===== src/rtl/spns_ram.sv =====
// ----------------------------------------------------------------------------
// spns_ram
// Simple dual-port synchronous RAM, one write and one registered read port.
// ----------------------------------------------------------------------------
module spns_ram #(
    parameter int DW = 8,
    parameter int AW = 8
) (
    input  logic          i_clk,
    input  logic          i_we,
    input  logic [AW-1:0] i_waddr,
    input  logic [DW-1:0] i_wdata,
    input  logic [AW-1:0] i_raddr,
    output logic [DW-1:0] o_rdata
);

    logic [DW-1:0] mem [2**AW];
    logic [DW-1:0] r_rdata;

    always_ff @(posedge i_clk) begin
        if (i_we) begin
            mem[i_waddr] <= i_wdata;
        end
    end

    always_ff @(posedge i_clk) begin
        r_rdata <= mem[i_raddr];
    end

    assign o_rdata = r_rdata;

endmodule


===== config.mk =====
export PLATFORM = sky130hd
export DESIGN_NAME = spns_ram
export DESIGN_NICKNAME = d
export VERILOG_FILES = /design/src/rtl/spns_ram.sv
export SDC_FILE = /design/constraint.sdc
export NUM_CORES = 2
export LEC_CHECK = 0
export BUFFER_PORTS_ARGS = -buffer_cell sky130_fd_sc_hd__buf_2
export CAP_MARGIN = 20
export CORE_UTILIZATION = 50
export CTS_CLUSTER_SIZE = 20
export DETAILED_ROUTE_END_ITERATION = 7
export HOLD_SLACK_MARGIN = 0.15
export PLACE_DENSITY = 0.65
export SLEW_MARGIN = 40
export SYNTH_ARGS = -nofsm -noshare
export SYNTH_HDL_FRONTEND = slang
export SYNTH_SLANG_ARGS = --single-unit

===== constraint.sdc =====
create_clock -name i_clk -period 5.5 [get_ports i_clk]
set_input_delay 0.275 -clock i_clk [delete_from_list [all_inputs] [get_ports i_clk]]
set_output_delay 0.275 -clock i_clk [all_outputs]
set_load 0.005 [all_outputs]

# Word level (Yosys, flattened, before mapping)
# Memories as Yosys holds them, arrays and structs flattened. A register that Yosys moved wholly into a read port is not among the register bits.
# Cells that the tools add are included.
[totals] register_bits=0 ramBits=2048 out_inout_bits=8 memories=1
[op_classes] mux=2
[memory_table] memory="mem" words=256 word_bits=8 rd=1 rd_clocked_by_memory_dff=1 write_ports=1 line="17" source="logic [DW-1:0] mem [2**AW];"
[ops] op="1-bit 2-to-1 mux" count=2

# Logic depth before layout (Yosys ltp)
[logic_depth] depth_word=2 mapped_depth=11

# Least setup slack after synthesis
# No wires, ideal clock.
[synth_timing] kind="input to register" startpoint="in i_raddr[0]" endpoint="reg r_rdata[2] (netlist: o_rdata[2]), read port of mem" setup_time_ps=131 arrival_ps=2082 setup_slack_ps=3287 path_stages=9 path_buffers=4 path_cell_list="buf_6 buf_12 buf_8 buf_2 mux4_2 a22oi_1 a21oi_1 nor4_1 nor4_2"
[synth_rtl] item="from (decl)" line="13" source="input logic [AW-1:0] i_raddr,"
[synth_rtl] item="to (decl)" line="18" source="logic [DW-1:0] r_rdata;"

==> summary.txt <==
Hold path startpoint = i_wdata[4]
Setup WS post-layout = 2.474 ns
H-tree depth reported by CTS = 4
Cell at the root of the clock tree = sky130_fd_sc_hd__clkbuf_16
Post-synth ARST share = 0%
Final global-route overflow total = 0
Critical Path Source Type = primary input
Multi-input gate area = 16920 sq um
Critical-path maximum fanout = 35
Worst-path cell chain = buf_4, buf_4, and2_1, buf_4, a22oi_1, a21oi_1, nor4_2, buf_2, nor4_1
Final setup fails = 0
Pwr dens = 367.9 nW/um^2
Total track usage = 24.23%
Slowest CP cell = sky130_fd_sc_hd__and2_1
Number of DRC markers in iteration 0 = 5031
Static Leakage = 27.37 nW
Reg-to-reg endpoint = o_rdata[3]
Post-Route WL = 193600 um
Flops & latches, synth = 2056
Post-synthesis instance area = 79560 sq um
Required @ worst endpoint = 6.25 ns
Gate count after technology mapping = 3733
Number of fill cells in the layout = 11580
Worst-case vdd ir drop = 0.0003342 V
Sum of routed wire segments on met1 = 80220 um
Met2 WL = 89980 um
Average vias per placed instance = 6.402
Commonest register cell after synthesis = sky130_fd_sc_hd__edfxtp_1
TritonCTS buffer count = 202
Placement-stage worst setup slack = 1.689 ns
Standard cell area after detailed placement = 82040 sq um
Via total after detailed routing = 39040
Number of input and output port buffers inserted = 33
Area of the die = 160700 sq um
Die width = 400.9 um
Top-Level Pins = 34
Critical setup path kind = in -> reg
Pin count of the biggest net entering global routing = 157
Average cell area after synthesis = 21.31 sq um
Total power consumption of the routed design = 0.03290 W
Number of remaining DRC errors = 0
Highest-count cells in the layout ignoring fill and taps = sky130_fd_sc_hd__edfxtp_1, sky130_fd_sc_hd__mux4_2, sky130_fd_sc_hd__clkbuf_16
Mapped Nets = 3759
Number of antenna violations at the first check in global routing = 9
Final instance area = 89430 sq um
Clock Tree Buf Depth = 3
Part of the Yosys area used for sequential elements = 77.50%
Area added between synthesis and finish = 12.41%
Count of max-cap constraint violations = 0
Number of iterations in the first detailed-routing pass = 6
Setup repair after global routing missed its margin = false
Hold Crit Depth = 2
Number of pins with negative max-slew slack in the final report = 0
Final HPWL from detailed placement = 117400 um
Via count of the first global-routing pass = 38600
Die span in y = 400.9 um
CP Capture Type = flop
Result of the run = completed
Detail Route Antenna Nets = 0
Number of standard-cell rows in the floorplan = 146
Initial core utilization = 50.29%
Routed wl met3 = 18280 um
Post-CTS Setup Bufs = 0
Worst stage delay on the critical path = 0.75 ns
Max-Slew Margin vs Limit = 41.56%
Synthesis warning total = 0
Library cell appearing most often on the critical path = sky130_fd_sc_hd__buf_4
Maximum clock rate = 0.3304 GHz
Highest routed layer = met5
Clock sink total = 2056
Worst slew pin tran = 0.8766 ns
Worst-case reg-to-reg path depth = 6
R2R setup slack = 2.82 ns
Number of flops mapped to enable cells by yosys = 2048
Setup TNS Final = 0 ns
Clock tree skew after final layout = 0.03838 ns
Final-report hold violation count = 0
Final Net Count = 3873
Hold EP = mem[80][4]
First-pass GRT wire length = 279200 um
Most common cell after layout, fill and taps aside = sky130_fd_sc_hd__edfxtp_1
Clock latency of the later-clocked register in the worst-skew pair = 0.85 ns
Share of layout cells above drive strength 1 = 26.00%
RePlAce Congestion = 0.8795
Post-synthesis cell type count = 55
Core outline area = 158200 sq um
Origin of the critical flop-to-flop path = mem[83][3]
Clock-pin slew of the registers on the worst-case setup and hold paths = 0.07 ns
Data arrival at the endpoint of the critical path = 3.77 ns
Final worst path period share = 55.03%
TritonCTS clock tree = yes
Utilization after layout = 56.53%
Per-cell routed wire length = 31.74 um
Hold Crit Class = in -> reg
Area taken by flip-flops and latches = 61660 sq um
Min Clock Period, post-route = 3.026 ns
kinds of logic (layout without fill, tap and decap cells):
family | after synthesis | after routing | synth area share, %
compound gates | 385 | 385 | 3.419
buf+inv | 235 | 525 | 1.831
flops | 2056 | 2056 | 77.50
mux | 591 | 591 | 14.62
other cells | 0 | 3 | 0
simple gates | 466 | 466 | 2.628
sequential cells by signal, summed over array words and instances (netlist names):
register  cells
mem        2048
o_rdata       8
how the worst max path moves through the flow:
stage	from	endpoint	depth (start not counted)
floorplan	i_raddr[0]	o_rdata[2]	9
global placement	i_raddr[0]	o_rdata[7]	7
detailed placement	i_raddr[2]	o_rdata[7]	9
CTS	i_raddr[2]	o_rdata[7]	9
global route	i_waddr[0]	mem[17][5]	6
finish	i_raddr[2]	o_rdata[7]	9
cell usage after synthesis, types with 16 or more instances:
cell type,number,area share [%]
sky130_fd_sc_hd__a211oi_1,16,0.15
sky130_fd_sc_hd__nor4_1,24,0.19
sky130_fd_sc_hd__buf_6,21,0.30
sky130_fd_sc_hd__nor3_1,22,0.14
sky130_fd_sc_hd__nand2_1,33,0.16
sky130_fd_sc_hd__edfxtp_1,2048,77
sky130_fd_sc_hd__a21oi_1,96,0.60
sky130_fd_sc_hd__clkbuf_1,111,0.52
sky130_fd_sc_hd__nor2b_1,31,0.24
sky130_fd_sc_hd__nor2_1,282,1.3
sky130_fd_sc_hd__nand3_1,34,0.21
sky130_fd_sc_hd__mux4_2,454,13
sky130_fd_sc_hd__a22oi_1,133,1.3
sky130_fd_sc_hd__buf_4,27,0.25
sky130_fd_sc_hd__o221ai_1,46,0.51
sky130_fd_sc_hd__o22ai_1,28,0.22
sky130_fd_sc_hd__buf_1,22,0.10
sky130_fd_sc_hd__buf_2,31,0.20
sky130_fd_sc_hd__mux2i_1,134,1.7
worst max-delay path, delay by kind of cell:
| family | cells | cell delay (ns) |
|---|---|---|
| compound gates | 2 | 0.51 |
| simple gates | 3 | 1.17 |
| buf+inv | 4 | 1.76 |
per-layer routing:
metal  track usage, %  vias to the layer above
li1                 -                    15940
met3            4.901                      295
met1            36.13                    20790
met2            36.61                     2004
met4            6.923                       10
met5                0                        -
per-stage QoR:
step	cells	hold slack [ns]
after floorplan	3733	0.3739
after global placement	5690	0.7472
after detailed placement	5694	0.7582
after CTS	6088	0.1929
after global routing	6096	0.3652
final	6098	0.3887
layout make-up:
type | instances | area share (%)
Timing Repair Buffer | 143 | 1.615
Multi-Input combinational cell | 1442 | 18.92
Inverter | 2 | 0.009794
Sequential cell | 2056 | 68.95
Clock inverter | 137 | 1.683
Clock buffer | 243 | 5.915
Tap cell | 2072 | 2.899
Antenna cell | 3 | 0.008395
what timing repair did:
action                    CTS  global route
resized for setup           0             0
hold endpoints to repair  773           100
hold buffers               14             1
power by group:
group | leakage, nW | switching, W | internal [W]
combinational | 5.60 | 0.00104 | 0.000530
sequential | 18.5 | 0.0000417 | 0.0173
clock | 3.30 | 0.00596 | 0.00806
total | 27.4 | 0.00703 | 0.0259
(Power assumes the default switching activity.)
